$ cat src/hw/rtl/fpm_pkg.sv
// Shared types and constants for the FIFO pair matcher.
// Holds the control word, the status flags and the field widths that fpm_idx, fpm_seq and the top level use.
// No dependencies.
`default_nettype none

package fpm_pkg;

    // Fixed field widths
    localparam int ID_W      = 10;
    localparam int ACT_W     = 2;
    localparam int ST_W      = 2;
    localparam int S_TDATA_W = 16;
    localparam int M_TDATA_W = 24;

    // Parameter defaults
    localparam int QUEUE_DEPTH_DEF = 64;
    localparam int ID_COUNT_DEF    = 1024;

    typedef enum logic [ST_W-1:0] {
        ST_ACCEPTED = 2'd0,
        ST_MATCHED  = 2'd1,
        ST_NOMATCH  = 2'd2,
        ST_FULL     = 2'd3
    } status_t;

    typedef enum logic {
        IDX_CMD = 1'b0,
        IDX_RQ  = 1'b1
    } idx_src_t;

    // Datapath half of a control word
    typedef struct packed {
        logic     accept;
        logic     clr;
        idx_src_t idx_src;
        logic     bm_rd;
        logic     bm_wr;
        logic     bm_val;
        logic     rq_push;
        logic     rq_rd;
        logic     rq_pop;
        logic     pv_push;
        logic     pv_rd;
        logic     pv_pop;
        logic     emit;
        status_t  st;
    } ctrl_t;

    // Datapath status seen by the sequencer
    typedef struct packed {
        logic             in_valid;
        logic [ACT_W-1:0] action;
        logic             clr_busy;
        logic             out_free;
        logic             rq_full;
        logic             pv_full;
        logic             rq_empty;
        logic             pv_empty;
        logic             bit_set;
    } flags_t;

endpackage

`default_nettype wire

$ cat src/hw/rtl/fpm_ram.sv
// Generic single-write, single-read RAM with registered read data.
// Stand-alone; used for both queues and the waiting bitmap.
`default_nettype none

module fpm_ram #(
    parameter int WIDTH = 10,
    parameter int DEPTH = 64
) (
    input  wire logic                     clk,
    input  wire logic                     wr_en,
    input  wire logic [$clog2(DEPTH)-1:0] wr_addr,
    input  wire logic [WIDTH-1:0]         wr_data,
    input  wire logic                     rd_en,
    input  wire logic [$clog2(DEPTH)-1:0] rd_addr,
    output logic      [WIDTH-1:0]         rd_data
);

    logic [WIDTH-1:0] mem [DEPTH];

    always_ff @(posedge clk)
    begin
        if (wr_en)
        begin
            mem[wr_addr] <= wr_data;
        end
        if (rd_en)
        begin
            rd_data <= mem[rd_addr];
        end
    end

endmodule

`default_nettype wire

$ cat src/hw/rtl/fpm_idx.sv
// Waiting-bit index unit: id mod ID_COUNT in two registered stages.
// Uses fpm_pkg for the id width.
`default_nettype none

module fpm_idx
    import fpm_pkg::*;
#(
    parameter int ID_COUNT = ID_COUNT_DEF
) (
    input  wire logic                        clk,
    input  wire logic [ID_W-1:0]             id,
    output logic      [$clog2(ID_COUNT)-1:0] idx
);

    localparam int IDX_W = $clog2(ID_COUNT);

    generate
        if (ID_COUNT >= (1 << ID_W))
        begin : g_direct
            logic [ID_W-1:0] id1_reg;

            always_ff @(posedge clk)
            begin
                id1_reg <= id;
                idx     <= IDX_W'(id1_reg);
            end
        end
        else
        begin : g_recip
            // Exact quotient for any id below 2**ID_W
            localparam int K     = 2 * ID_W;
            localparam int RECIP = ((1 << K) + ID_COUNT - 1) / ID_COUNT;

            logic [K-1:0]      recip_c;
            logic [K+ID_W-1:0] prod_reg;
            logic [ID_W-1:0]   id1_reg;
            logic [ID_W-1:0]   quot;
            logic [2*ID_W-1:0] back;
            logic [ID_W-1:0]   rem;

            assign recip_c = K'(RECIP);
            assign quot    = prod_reg[K+ID_W-1:K];
            assign back    = (2*ID_W)'(quot) * (2*ID_W)'(ID_COUNT);
            assign rem     = id1_reg - back[ID_W-1:0];

            always_ff @(posedge clk)
            begin
                prod_reg <= {{K{1'b0}}, id} * {{ID_W{1'b0}}, recip_c};
                id1_reg  <= id;
                idx      <= rem[IDX_W-1:0];
            end
        end
    endgenerate

endmodule

`default_nettype wire

$ cat src/hw/rtl/fpm_seq.sv
// Microcode sequencer: step counter, control ROM and jump logic.
// Uses fpm_pkg for the control word and the flag struct.
`default_nettype none

module fpm_seq
    import fpm_pkg::*;
(
    input  wire logic   clk,
    input  wire logic   rst_n,
    input  wire flags_t flags,
    output ctrl_t       ctrl
);

    typedef enum logic [4:0] {
        S_CLR       = 5'd0,
        S_FETCH     = 5'd1,
        S_DISP      = 5'd2,
        S_RQ_CHK    = 5'd3,   // dispatch table, two steps per action
        S_RQ_PUSH   = 5'd4,
        S_PV_CHK    = 5'd5,
        S_PV_PUSH   = 5'd6,
        S_MT_HEAD   = 5'd7,
        S_MT_IDX0   = 5'd8,
        S_CN_WAIT   = 5'd9,
        S_CN_CLR    = 5'd10,
        S_MT_IDX1   = 5'd11,
        S_MT_BMRD   = 5'd12,
        S_MT_TEST   = 5'd13,
        S_MT_SKIP   = 5'd14,
        S_MT_PVCHK  = 5'd15,
        S_MT_POP    = 5'd16,
        S_EM_ACC    = 5'd17,
        S_EM_FULL   = 5'd18,
        S_EM_NOM    = 5'd19,
        S_EM_MATCH  = 5'd20
    } step_t;

    typedef enum logic [3:0] {
        C_ALWAYS,
        C_CLR_BUSY,
        C_IN_VALID,
        C_OUT_FREE,
        C_DISPATCH,
        C_RQ_FULL,
        C_PV_FULL,
        C_RQ_EMPTY,
        C_PV_EMPTY,
        C_BIT_SET
    } cond_t;

    // hold: stay on the step until the condition is met, ops fire on leaving
    typedef struct packed {
        ctrl_t ctrl;
        cond_t cond;
        logic  hold;
        step_t target;
    } uword_t;

    function automatic uword_t ucode(step_t s);
        uword_t w;
        w        = '0;
        w.cond   = C_ALWAYS;
        w.target = S_FETCH;
        case (s)
            S_CLR:
            begin
                w.ctrl.clr = 1'b1;
                w.cond     = C_CLR_BUSY;
                w.target   = S_CLR;
            end
            S_FETCH:
            begin
                w.ctrl.accept = 1'b1;
                w.cond        = C_IN_VALID;
                w.hold        = 1'b1;
                w.target      = S_DISP;
            end
            S_DISP:
            begin
                w.cond   = C_DISPATCH;
                w.target = S_RQ_CHK;
            end
            S_RQ_CHK:
            begin
                w.cond   = C_RQ_FULL;
                w.target = S_EM_FULL;
            end
            S_RQ_PUSH:
            begin
                w.ctrl.rq_push = 1'b1;
                w.ctrl.bm_wr   = 1'b1;
                w.ctrl.bm_val  = 1'b1;
                w.target       = S_EM_ACC;
            end
            S_PV_CHK:
            begin
                w.cond   = C_PV_FULL;
                w.target = S_EM_FULL;
            end
            S_PV_PUSH:
            begin
                w.ctrl.pv_push = 1'b1;
                w.target       = S_EM_ACC;
            end
            S_MT_HEAD:
            begin
                w.ctrl.idx_src = IDX_RQ;
                w.ctrl.rq_rd   = 1'b1;
                w.cond         = C_RQ_EMPTY;
                w.target       = S_EM_NOM;
            end
            S_MT_IDX0:
            begin
                w.ctrl.idx_src = IDX_RQ;
                w.target       = S_MT_IDX1;
            end
            S_CN_WAIT:
            begin
                w.target = S_CN_CLR;
            end
            S_CN_CLR:
            begin
                w.ctrl.bm_wr = 1'b1;
                w.target     = S_EM_ACC;
            end
            S_MT_IDX1:
            begin
                w.ctrl.idx_src = IDX_RQ;
                w.target       = S_MT_BMRD;
            end
            S_MT_BMRD:
            begin
                w.ctrl.idx_src = IDX_RQ;
                w.ctrl.bm_rd   = 1'b1;
                w.target       = S_MT_TEST;
            end
            S_MT_TEST:
            begin
                w.ctrl.idx_src = IDX_RQ;
                w.cond         = C_BIT_SET;
                w.target       = S_MT_PVCHK;
            end
            S_MT_SKIP:
            begin
                w.ctrl.idx_src = IDX_RQ;
                w.ctrl.rq_pop  = 1'b1;
                w.target       = S_MT_HEAD;
            end
            S_MT_PVCHK:
            begin
                w.ctrl.idx_src = IDX_RQ;
                w.cond         = C_PV_EMPTY;
                w.target       = S_EM_NOM;
            end
            S_MT_POP:
            begin
                w.ctrl.idx_src = IDX_RQ;
                w.ctrl.rq_pop  = 1'b1;
                w.ctrl.pv_rd   = 1'b1;
                w.ctrl.pv_pop  = 1'b1;
                w.ctrl.bm_wr   = 1'b1;
                w.target       = S_EM_MATCH;
            end
            S_EM_ACC:
            begin
                w.ctrl.emit = 1'b1;
                w.ctrl.st   = ST_ACCEPTED;
                w.cond      = C_OUT_FREE;
                w.hold      = 1'b1;
            end
            S_EM_FULL:
            begin
                w.ctrl.emit = 1'b1;
                w.ctrl.st   = ST_FULL;
                w.cond      = C_OUT_FREE;
                w.hold      = 1'b1;
            end
            S_EM_NOM:
            begin
                w.ctrl.emit = 1'b1;
                w.ctrl.st   = ST_NOMATCH;
                w.cond      = C_OUT_FREE;
                w.hold      = 1'b1;
            end
            S_EM_MATCH:
            begin
                w.ctrl.emit = 1'b1;
                w.ctrl.st   = ST_MATCHED;
                w.cond      = C_OUT_FREE;
                w.hold      = 1'b1;
            end
            default:
            begin
                w.cond   = C_ALWAYS;
                w.target = S_FETCH;
            end
        endcase
        return w;
    endfunction

    step_t  upc_reg;
    step_t  upc_next;
    uword_t word;
    logic   taken;
    logic   fire;

    assign word = ucode(upc_reg);

    always_comb
    begin
        case (word.cond)
            C_ALWAYS:   taken = 1'b1;
            C_CLR_BUSY: taken = flags.clr_busy;
            C_IN_VALID: taken = flags.in_valid;
            C_OUT_FREE: taken = flags.out_free;
            C_DISPATCH: taken = 1'b1;
            C_RQ_FULL:  taken = flags.rq_full;
            C_PV_FULL:  taken = flags.pv_full;
            C_RQ_EMPTY: taken = flags.rq_empty;
            C_PV_EMPTY: taken = flags.pv_empty;
            C_BIT_SET:  taken = flags.bit_set;
            default:    taken = 1'b1;
        endcase
    end

    assign fire = !word.hold || taken;

    always_comb
    begin
        if (word.cond == C_DISPATCH)
        begin
            upc_next = step_t'(word.target + {2'b00, flags.action, 1'b0});
        end
        else if (taken)
        begin
            upc_next = word.target;
        end
        else if (word.hold)
        begin
            upc_next = upc_reg;
        end
        else
        begin
            upc_next = step_t'(upc_reg + 5'd1);
        end
    end

    // Drop every side effect of a held step until it leaves
    always_comb
    begin
        ctrl = word.ctrl;
        if (!fire)
        begin
            ctrl.clr     = 1'b0;
            ctrl.bm_rd   = 1'b0;
            ctrl.bm_wr   = 1'b0;
            ctrl.rq_push = 1'b0;
            ctrl.rq_rd   = 1'b0;
            ctrl.rq_pop  = 1'b0;
            ctrl.pv_push = 1'b0;
            ctrl.pv_rd   = 1'b0;
            ctrl.pv_pop  = 1'b0;
            ctrl.emit    = 1'b0;
        end
    end

    always_ff @(posedge clk or negedge rst_n)
    begin
        if (!rst_n)
        begin
            upc_reg <= S_CLR;
        end
        else
        begin
            upc_reg <= upc_next;
        end
    end

endmodule

`default_nettype wire

$ cat src/hw/rtl/fifo_pair_matcher_with_cancel.sv
// Top level of the FIFO pair matcher with lazy cancel: datapath, queues and bitmap.
// Depends on fpm_pkg, fpm_ram, fpm_idx and fpm_seq.
`default_nettype none

// Channel  Dir  Fields (low bit up)                        Beat taken when
// s_*      in   tuser: action[1:0]; tdata: id[9:0]        s_tvalid && s_tready
// m_*      out  tuser: status[1:0]; tdata: provider_id     m_tvalid && m_tready
//               [9:0], requester_id[19:10]
//
// After reset a clearing pass writes the waiting bitmap, one bit a cycle, over all
// ID_COUNT bits; s_tready stays low until it ends.
// An add requester or add provider on a full queue gives a full result. Match
// looks up the waiting bit of each requester head (RAM read, two-stage index
// unit, RAM read) and pops a head whose bit is clear; with no match it stops
// when the requester queue runs empty, or at a live head when the provider
// queue is empty.
// One command is in work at a time. The output register holds a result while
// m_tready is low and the next command is taken meanwhile; it stalls only at
// its own result step.
module fifo_pair_matcher_with_cancel
    import fpm_pkg::*;
#(
    parameter int QUEUE_DEPTH = QUEUE_DEPTH_DEF,
    parameter int ID_COUNT    = ID_COUNT_DEF
) (
    input  wire logic                 clk,
    input  wire logic                 rst_n,
    input  wire logic                 s_tvalid,
    output logic                      s_tready,
    input  wire logic [S_TDATA_W-1:0] s_tdata,   // id[9:0], zero fill
    input  wire logic [ACT_W-1:0]     s_tuser,   // action[1:0]
    output logic                      m_tvalid,
    input  wire logic                 m_tready,
    output logic      [M_TDATA_W-1:0] m_tdata,   // provider_id[9:0], requester_id[19:10]
    output logic      [ST_W-1:0]      m_tuser    // status[1:0]
);

    localparam int PTR_W = $clog2(QUEUE_DEPTH);
    localparam int CNT_W = $clog2(QUEUE_DEPTH + 1);
    localparam int IDX_W = $clog2(ID_COUNT);

    ctrl_t  ctrl;
    flags_t flags;

    // Latched command
    logic [ACT_W-1:0] cmd_action_reg;
    logic [ID_W-1:0]  cmd_id_reg;

    // Queue pointers and fill counts
    logic [PTR_W-1:0] rq_head_reg, rq_head_next;
    logic [PTR_W-1:0] rq_tail_reg, rq_tail_next;
    logic [CNT_W-1:0] rq_count_reg, rq_count_next;
    logic [PTR_W-1:0] pv_head_reg, pv_head_next;
    logic [PTR_W-1:0] pv_tail_reg, pv_tail_next;
    logic [CNT_W-1:0] pv_count_reg, pv_count_next;

    logic [IDX_W-1:0] clr_cnt_reg, clr_cnt_next;

    // Output register
    logic             m_valid_reg, m_valid_next;
    status_t          m_status_reg;
    logic [ID_W-1:0]  m_pid_reg;
    logic [ID_W-1:0]  m_rid_reg;

    logic [ID_W-1:0]  rq_rdata;
    logic [ID_W-1:0]  pv_rdata;
    logic [ID_W-1:0]  idx_id;
    logic [IDX_W-1:0] idx;
    logic             bm_wr_en;
    logic [IDX_W-1:0] bm_wr_addr;
    logic [0:0]       bm_wr_data;
    logic [0:0]       bm_rdata;
    logic             in_beat;
    logic             out_free;

    function automatic logic [PTR_W-1:0] ptr_inc(logic [PTR_W-1:0] p);
        logic [PTR_W-1:0] r;
        if (p == PTR_W'(QUEUE_DEPTH - 1))
        begin
            r = '0;
        end
        else
        begin
            r = p + 1'b1;
        end
        return r;
    endfunction

    fpm_seq u_seq (
        .clk   (clk),
        .rst_n (rst_n),
        .flags (flags),
        .ctrl  (ctrl)
    );

    assign s_tready = ctrl.accept;
    assign in_beat  = s_tvalid && s_tready;
    assign out_free = !m_valid_reg || m_tready;

    assign flags.in_valid = s_tvalid;
    assign flags.action   = cmd_action_reg;
    assign flags.clr_busy = (clr_cnt_reg != IDX_W'(ID_COUNT - 1));
    assign flags.out_free = out_free;
    assign flags.rq_full  = (rq_count_reg == CNT_W'(QUEUE_DEPTH));
    assign flags.pv_full  = (pv_count_reg == CNT_W'(QUEUE_DEPTH));
    assign flags.rq_empty = (rq_count_reg == '0);
    assign flags.pv_empty = (pv_count_reg == '0);
    assign flags.bit_set  = bm_rdata[0];

    // Latch the command on the input beat
    always_ff @(posedge clk)
    begin
        if (in_beat)
        begin
            cmd_action_reg <= s_tuser;
            cmd_id_reg     <= s_tdata[ID_W-1:0];
        end
    end

    // Index the bitmap by the command id or by the requester head
    assign idx_id = (ctrl.idx_src == IDX_RQ) ? rq_rdata : cmd_id_reg;

    fpm_idx #(
        .ID_COUNT (ID_COUNT)
    ) u_idx (
        .clk (clk),
        .id  (idx_id),
        .idx (idx)
    );

    assign bm_wr_en   = ctrl.bm_wr || ctrl.clr;
    assign bm_wr_addr = ctrl.clr ? clr_cnt_reg : idx;
    assign bm_wr_data = ctrl.clr ? 1'b0 : ctrl.bm_val;

    fpm_ram #(
        .WIDTH (1),
        .DEPTH (ID_COUNT)
    ) u_bitmap (
        .clk     (clk),
        .wr_en   (bm_wr_en),
        .wr_addr (bm_wr_addr),
        .wr_data (bm_wr_data),
        .rd_en   (ctrl.bm_rd),
        .rd_addr (idx),
        .rd_data (bm_rdata)
    );

    fpm_ram #(
        .WIDTH (ID_W),
        .DEPTH (QUEUE_DEPTH)
    ) u_rq_fifo (
        .clk     (clk),
        .wr_en   (ctrl.rq_push),
        .wr_addr (rq_tail_reg),
        .wr_data (cmd_id_reg),
        .rd_en   (ctrl.rq_rd),
        .rd_addr (rq_head_reg),
        .rd_data (rq_rdata)
    );

    fpm_ram #(
        .WIDTH (ID_W),
        .DEPTH (QUEUE_DEPTH)
    ) u_pv_fifo (
        .clk     (clk),
        .wr_en   (ctrl.pv_push),
        .wr_addr (pv_tail_reg),
        .wr_data (cmd_id_reg),
        .rd_en   (ctrl.pv_rd),
        .rd_addr (pv_head_reg),
        .rd_data (pv_rdata)
    );

    // Advance pointers and counts; a push and a pop never share a step
    always_comb
    begin
        rq_head_next  = ctrl.rq_pop  ? ptr_inc(rq_head_reg) : rq_head_reg;
        rq_tail_next  = ctrl.rq_push ? ptr_inc(rq_tail_reg) : rq_tail_reg;
        pv_head_next  = ctrl.pv_pop  ? ptr_inc(pv_head_reg) : pv_head_reg;
        pv_tail_next  = ctrl.pv_push ? ptr_inc(pv_tail_reg) : pv_tail_reg;
        rq_count_next = rq_count_reg;
        if (ctrl.rq_push)
        begin
            rq_count_next = rq_count_reg + 1'b1;
        end
        else if (ctrl.rq_pop)
        begin
            rq_count_next = rq_count_reg - 1'b1;
        end
        pv_count_next = pv_count_reg;
        if (ctrl.pv_push)
        begin
            pv_count_next = pv_count_reg + 1'b1;
        end
        else if (ctrl.pv_pop)
        begin
            pv_count_next = pv_count_reg - 1'b1;
        end
        clr_cnt_next = ctrl.clr ? clr_cnt_reg + 1'b1 : clr_cnt_reg;
    end

    // Load the output register on emit, drop it on the output beat
    always_comb
    begin
        m_valid_next = m_valid_reg;
        if (ctrl.emit)
        begin
            m_valid_next = 1'b1;
        end
        else if (m_tready)
        begin
            m_valid_next = 1'b0;
        end
    end

    always_ff @(posedge clk or negedge rst_n)
    begin
        if (!rst_n)
        begin
            rq_head_reg  <= '0;
            rq_tail_reg  <= '0;
            rq_count_reg <= '0;
            pv_head_reg  <= '0;
            pv_tail_reg  <= '0;
            pv_count_reg <= '0;
            clr_cnt_reg  <= '0;
            m_valid_reg  <= 1'b0;
        end
        else
        begin
            rq_head_reg  <= rq_head_next;
            rq_tail_reg  <= rq_tail_next;
            rq_count_reg <= rq_count_next;
            pv_head_reg  <= pv_head_next;
            pv_tail_reg  <= pv_tail_next;
            pv_count_reg <= pv_count_next;
            clr_cnt_reg  <= clr_cnt_next;
            m_valid_reg  <= m_valid_next;
        end
    end

    // Ids go out only with a match; the queue read data still holds both heads
    always_ff @(posedge clk)
    begin
        if (ctrl.emit)
        begin
            m_status_reg <= ctrl.st;
            if (ctrl.st == ST_MATCHED)
            begin
                m_pid_reg <= pv_rdata;
                m_rid_reg <= rq_rdata;
            end
            else
            begin
                m_pid_reg <= '0;
                m_rid_reg <= '0;
            end
        end
    end

    assign m_tvalid = m_valid_reg;
    assign m_tuser  = m_status_reg;
    assign m_tdata  = {{(M_TDATA_W - 2*ID_W){1'b0}}, m_rid_reg, m_pid_reg};

endmodule

`default_nettype wire

$ cat config.mk
export PLATFORM = sky130hd
export DESIGN_NAME = fifo_pair_matcher_with_cancel
export DESIGN_NICKNAME = d
export VERILOG_FILES = /design/src/hw/rtl/fpm_pkg.sv /design/src/hw/rtl/fpm_ram.sv /design/src/hw/rtl/fpm_idx.sv /design/src/hw/rtl/fpm_seq.sv /design/src/hw/rtl/fifo_pair_matcher_with_cancel.sv
export SDC_FILE = /design/constraint.sdc
export NUM_CORES = 2
export LEC_CHECK = 0
export ABC_AREA = 1
export ABC_CLOCK_PERIOD_IN_PS = 63100
export BUFFER_PORTS_ARGS = -buffer_cell sky130_fd_sc_hd__buf_2
export CORE_AREA = 2 2 507 509
export CTS_CLUSTER_SIZE = 10
export DETAILED_ROUTE_END_ITERATION = 8
export DIE_AREA = 0 0 509 511
export GPL_ROUTABILITY_DRIVEN = 1
export SKIP_CTS_REPAIR_TIMING = 1
export SYNTH_ARGS = -nofsm -noshare
export SYNTH_HDL_FRONTEND = slang
export SYNTH_SLANG_ARGS = --single-unit
$ cat constraint.sdc
create_clock -name clk -period 63.1 [get_ports clk]
set_clock_uncertainty 0.1 [all_clocks]
set_input_delay 9.465 -clock clk [delete_from_list [all_inputs] [get_ports clk]]
set_output_delay 9.465 -clock clk [all_outputs]
set_load 0.02 [all_outputs]
=== Yosys cells after proc, flatten, opt, wreduce, memory -nomap -nowiden ===
Memories as Yosys holds them, arrays and structs flattened. A register that Yosys moved wholly into a read port is not among the register bits.
Index checks and enable logic that the tools add are counted.

* Add/subtract/negate cells: 11
* Multiply operators: 0
* Divide/modulo/power cells: 0
* Order comparisons: 0
* Eq/ne operators: 38
* Shift-type cells: 0
* Muxes and demuxes: 40
* Bitwise logic cells: 0
* Reduce and logical (&&, ||, !) cells: 20

{| class="wikitable"
|+ Operators with widths
! kind !! count
|-
| $pmux 5 s13 || 1
|-
| $eq 5x4->1 const B || 8
|-
| $pmux 4 s9 || 1
|-
| $mux 7 || 5
|-
| $eq 5x5->1 const B || 5
|-
| $add 6x1->6 const B || 4
|-
| $eq 6x6->1 const B || 4
|-
| $mux 6 || 4
|-
| $eq 5x3->1 const B || 4
|-
| $mux 10 || 2
|-
| $mux 1 || 19
|-
| $eq 4x3->1 const B || 4
|-
| $mux 5 || 3
|-
| $add 7x1->7 const B || 2
|-
| $eq 7x7->1 const B || 2
|-
| $logic_not 7->1 || 2
|-
| $sub 7x1->7 const B || 2
|-
| $pmux 3 s4 || 1
|-
| $add 10x1->10 const B || 1
|-
| $eq 5x2->1 const B || 2
|-
| $ne 10x10->1 const B || 1
|-
| $eq 4x2->1 const B || 2
|-
| $eq 4x4->1 const B || 2
|-
| $pmux 1 s8 || 1
|-
| 17 further kinds || 27
|}

* Register bits: 108
* Latch bits: 0
* Memory bits (writable): 2304
* Bits in read-only memories: 0
* Bits of input ports: 22
* Logic and storage cells: 128
* Memories kept: 3

{| class="wikitable"
|+ Memories
! name !! depth !! width !! rd ports !! clocked after memory_dff !! wr ports !! RTL line !! RTL
|-
| u_bitmap.mem || 1024 || 1 || 1 || 1 || 1 || fpm_ram.sv:18 || <nowiki>logic [WIDTH-1:0] mem [DEPTH];</nowiki>
|-
| u_pv_fifo.mem || 64 || 10 || 1 || 1 || 1 || fpm_ram.sv:18 ||
|-
| u_rq_fifo.mem || 64 || 10 || 1 || 1 || 1 || fpm_ram.sv:18 ||
|}

=== Longest topological paths before layout ===
* Depth in word-level cells: 10
* Gate-level depth with buffers: 23
* Mapped depth without buffers: 20

=== Modules after synthesis ===
From an unflattened synthesis, not the netlist that was laid out.

* Cells, all modules: 9830
* Area total of the unflattened synthesis: 105138.3 µm²

{| class="wikitable"
|+ By module, submodules not included
! module !! instances !! cells each !! area each (µm²)
|-
| fpm_ram at u_pv_fifo ... || 2 || 2233 || 26536.7
|-
| fpm_ram at u_bitmap || 1 || 4679 || 46402.0
|-
| fifo_pair_matcher_with_cancel || 1 || 470 || 4170.2
|-
| fpm_seq || 1 || 195 || 1092.3
|-
| fpm_idx || 1 || 20 || 400.4
|}

=== Worst setup path after synthesis ===
Ideal clock, no wire load.

* Path kind: register -> register
* Start: register u_seq.upc_reg[0]
* End: register rq_count_reg[6]
* Setup time: 0.123 ns
* Arrival time: 36.544 ns
* Required time: 62.877 ns
* Path slack: 26.333 ns
* Stages on the path, launching flop included: 15
* Buffers on the path: 0
* Period minus slack after synthesis: 36.767 ns
* Cells stage by stage: dfrtp_1 -> inv_1 -> ha_1 -> nand2_1 -> nor2_1 -> clkinv_1 -> fa_1 -> a21oi_1 -> o21bai_1 -> nand2_1 -> nand2_1 -> a21oi_1 -> nor2_1 -> a31o_2 -> xor2_1

* Longest elaborated chain between the ends: 8

{| class="wikitable"
|+ RTL lines
! what !! RTL line !! RTL
|-
| from (decl) || fpm_seq.sv:201 || <nowiki>step_t upc_reg;</nowiki>
|-
| from (signal assigned) || fpm_seq.sv:275 || <nowiki>upc_reg <= upc_next;</nowiki>
|-
| $eq 5x5->1 || fpm_seq.sv:64 || <nowiki>case (s)</nowiki>
|-
| $reduce_or 4->1 (no source line) || - ||
|-
| $pmux 4 s9 || fpm_seq.sv:64 ||
|-
| $eq 4x4->1 (tied with other cells) || fpm_seq.sv:211 || <nowiki>case (word.cond)</nowiki>
|-
| $pmux 1 s8 || fpm_seq.sv:211 ||
|-
| $logic_or 1x1->1 || fpm_seq.sv:226 || <nowiki>assign fire = !word.hold || taken;</nowiki>
|-
| $mux 7 * || fpm_seq.sv:252 || <nowiki>if (!fire)</nowiki>
|-
| $mux 7 / $reduce_bool 2->1 (equally long branches) || - ||
|-
| to (signal assigned) || fifo_pair_matcher_with_cancel.sv:233 || <nowiki>rq_count_reg <= rq_count_next;</nowiki>
|-
| to (decl) || fifo_pair_matcher_with_cancel.sv:52 || <nowiki>logic [CNT_W-1:0] rq_count_reg, rq_count_next;</nowiki>
|}

Every way passes the cells marked *; elsewhere a longest branch is shown, timed or not.
A chain may end at the register's enable or synchronous reset.

=== Worst setup path after layout ===
* Start: input m_tready
* End: memory u_bitmap.mem[451], enable pin

* Longest elaborated chain between the ends: 7

{| class="wikitable"
|+ RTL lines
! what !! RTL line !! RTL
|-
| from (decl) || fifo_pair_matcher_with_cancel.sv:33 || <nowiki>input wire logic m_tready,</nowiki>
|-
| $logic_or 1x1->1 * || fifo_pair_matcher_with_cancel.sv:98 || <nowiki>assign out_free = !m_valid_reg || m_tready;</nowiki>
|-
| $pmux 1 s8 * || fpm_seq.sv:211 ||
|-
| $logic_or 1x1->1 * || fpm_seq.sv:226 ||
|-
| $mux 2 / $mux 1 (equally long branches) || fpm_seq.sv:252 ||
|-
| $logic_or 1x1->1 || fifo_pair_matcher_with_cancel.sv:131 || <nowiki>assign bm_wr_en = ctrl.bm_wr || ctrl.clr;</nowiki>
|-
| $mux 1 || fpm_ram.sv:22 || <nowiki>if (wr_en)</nowiki>
|-
| $mux 1 (not written as such) || fpm_ram.sv:24 || <nowiki>mem[wr_addr] <= wr_data;</nowiki>
|-
| to (decl) || fpm_ram.sv:18 ||
|}

Marks and branches as above.

==> summary.md <==
| Metric | Value |
|---|---|
| Status | `finished, final reports clean` |
| Fmax | `79.39 MHz` |
| Overflow after GRT | `0` |
| Avg Inst Size Synth | `roughly 12 um^2` |
| Worst skew pair latency | `0.98 ns` |
| Die ar. | `between 200000 and 300000 um^2` |
| Crit path top cell by count | `nand2_1` |
| Final hold vios | `0` |
| WS Path Type | `in2reg` |
| Largest area contributor in the netlist | `edfxtp_1` |
| Largest registers | `u_bitmap.mem (1024), u_pv_fifo.mem (640), u_rq_fifo.mem (640)` |
| Ys async rst share | `around 2.2%` |
| Startpoint Class | `input port` |
| Main synth FF type | `edfxtp_1` |
| Slew headroom | `15.69%` |
| Initial Util | `39.77%` |
| First-pass GRT wire length | `410.6 mm` |
| FILL cells | `23236` |
| Die height | `511 um` |
| Clock Sink Count | `2433` |
| Syn Std Cell Area | `101500 um^2` |
| Slew @ Worst Pin | `1.260 ns` |
| CTS tree | `yes` |
| Slowest CP cell | `nand2_1` |
| Met2 wire length | `between 100 and 150 mm` |
| Layout area overhead | `10.68%` |
| Clk pin slew, worst setup/hold paths | `approximately 0.050 ns` |
| Sequential element share of the synthesized area | `71.50%` |
| Sequential cell area | `just over 70000 um^2` |
| Clock period minus worst slack | `12.60 ns` |
| Total Wirelength | `between 200 and 300 mm` |
| Core area | `255300 um^2` |
| Final HPWL DP | `approximately 140 mm` |
| Initial DRC Count | `7780` |
| Power Density | `around 44 nW/um^2` |
| Fin area | `around 110000 um^2` |
| CP cell instances | `buf_2, inv_1, nand2_1, nand3_1, nand3_1, nand2_1, nand4_4, nand2_4, nand2_1, nand2_1, nand2_1, nor2_2, nand2_1, nor2_1` |
| # setup viols final | `0` |
| Delay of the slowest critical-path stage | `0.85 ns` |
| CTS buffer count | `297` |
| Layout cell share with drive strength beyond 1 | `about 6.8%` |
| MaxCap Viol Count | `0` |
| GP Congestion | `0.8390` |
| Worst-path fanout max | `36` |
| Pin count of the biggest net entering global routing | `197` |
| #FFs+latches synth | `2433` |
| Syn Inst Count | `approximately 9000` |
| Vias per cell | `5.707` |
| Static Leak | `36.04 nW` |
| Arr. time, crit path | `13.07 ns` |
| Largest register FFs | `1024` |
| DRC Markers | `0` |
| DP Area | `104300 um^2` |
| Top cells by area, synth | `edfxtp_1 (70%), nor2_1 (8.9%), o21ai_0 (5.8%)` |
| Hold crit path type | `reg2reg` |
| Metal-1 WL | `113.3 mm` |
| Final antenna-violating net count | `0` |
| CP required | `~64 ns` |
| Top reg by flops | `u_bitmap.mem` |
| Initial antenna violation count | `3` |
| DR top layer | `met4` |
| Setup TNS Final | `0 ns` |
| Vias in the first global route | `65764` |
| Wirelength per Cell | `roughly 23 um` |
| Unrepaired setup endpoints after global routing | `false` |
| DIE WIDTH | `about 510 um` |
| Cell variety after synth | `48` |
| Max Root-Sink Buffers | `4` |
| Final nets | `~8600` |
| Tcrit/Tclk final | `19.96%` |
| CTS H-tree lvls | `5` |
| YS warnings | `0` |
| Top cell type's share of synthesized area | `69.77%` |
| Top Ports | `50` |
| Slew Limit Fails | `0` |
| Routed wl met3 | `21.64 mm` |
| Iteration count of the initial detailed-routing pass | `5` |
| Area of the multi-input gates | `25750 um^2` |
| Tot GR Track Use | `approximately a fifth` |
| Number of synthesized flops with an enable pin | `2359` |
| IR drop worst, VDD | `roughly 0.038 mV` |
| CP endpoint kind | `register` |
| Via Count | `68518` |
| Port buffer count | `39` |
| Root buf cell | `clkbuf_16` |
| Row count | `186` |
cell usage after synthesis (all sizes together) (28+ instances only):
library cell / number
a31oi: 28
dfrtp: 54
edfxtp: 2359
a21oi: 55
nand4: 34
nand3: 428
o22ai: 447
nand2: 612
o211ai: 34
inv: 117
o221ai: 130
o21ai: 1189
buf: 193
clkbuf: 504
nor2: 2426
layer usage:
layer | GRT usage (%) | vias to the layer above
met1 | 28.12 | 34229
met4 | 7.608 | 0
met5 | 0 | -
li1 | - | 30844
met2 | 33.38 | 2889
met3 | 2.998 | 556
per-stage QoR:
| step | cells | hold WS, ns | power [mW] | util [%] | worst slack [ns] |
|---|---|---|---|---|---|
| final | 12005 | 0.2206 | 4.999 | 44.02 | 50.50 |
| after global routing | 12005 | 0.2239 | 5.238 | 44.02 | 50.11 |
| after CTS | 12004 | 0.2229 | 5.012 | 44.01 | 50.52 |
| after detailed placement | 11602 | 0.2118 | 3.545 | 40.87 | 49.57 |
| after global placement | 11602 | 0.2112 | 3.511 | 40.87 | 49.67 |
| after floorplan | 8751 | 0.2096 | 3.051 | - | 26.33 |
layout make-up:
type	instances	share of cell area [%]
antenna	1	0.002227
clock buffer	390	7.066
clock inverter	12	0.07572
inverter	131	0.4788
multi-input combinational	5490	22.92
sequential	2433	64.63
tap	3384	3.768
timing repair buffer	164	1.064
cell families after synthesis:
| family | synth area share (%) |
|---|---|
| compound gates | 10.67 |
| xor+xnor | 0.2502 |
| fa+ha+maj | 0.3303 |
| buf+inv | 3.315 |
| flops | 71.50 |
| mux | 0.04436 |
| other cells | 0.003694 |
| simple gates | 13.89 |
report_power, final:
part           switching (mW)  total [mW]  internal, mW
combinational            1.19        1.60         0.412
sequential             0.0579        1.92          1.86
clock                   0.606        1.47         0.866
worst paths after layout:
kind	depth (start not counted)	end	slack [ns]	from
min in group asynchronous	2	rq_head_reg[2]$_DFFE_PN0P_	8.60	rst_n
worst max register to register	9	u_bitmap.mem[750]$_DFFE_PP_	56.62	u_seq.upc_reg[0]$_DFFE_PN0P_
worst max-delay path	14	u_bitmap.mem[451]$_DFFE_PP_	50.50	m_tready
worst min register to register	0	u_idx.idx[6]$_DFF_P_	0.22	u_idx.g_direct.id1_reg[6]$_DFF_P_
worst min-delay path	0	u_idx.idx[6]$_DFF_P_	0.22	u_idx.g_direct.id1_reg[6]$_DFF_P_
max in group asynchronous	2	pv_head_reg[0]$_DFFE_PN0P_	53.61	rst_n
cells in the final DEF (no fill, tap or decap), drive strengths merged:
master   instances
o2111ai          1
edfxtp        2359
a221o           10
conb             4
o221ai         130
o311a            3
nor4             4
nor3            15
xnor2            4
a211oi           3
o21ai         1189
a31o             1
a221oi           1
nand4           34
nand2          612
o22ai          447
inv            123
o21bai           1
o31ai            2
fa               3
clkbuf         390
a31oi           28
clkinv          20
xor2            25
buf            164
dfrtp           54
ha              22
nor2          2426
a21oi           55
mux2             4
nand3          428
a32o             2
diode            1
o211ai          34
dfxtp           20
nand3b           2
critical path, delay by kind of cell:
family / cells / cell delay [ns]
buf+inv: 2 / 0.13
simple gates: 12 / 3.42
Note: power is estimated with default switching activity, not from simulation.
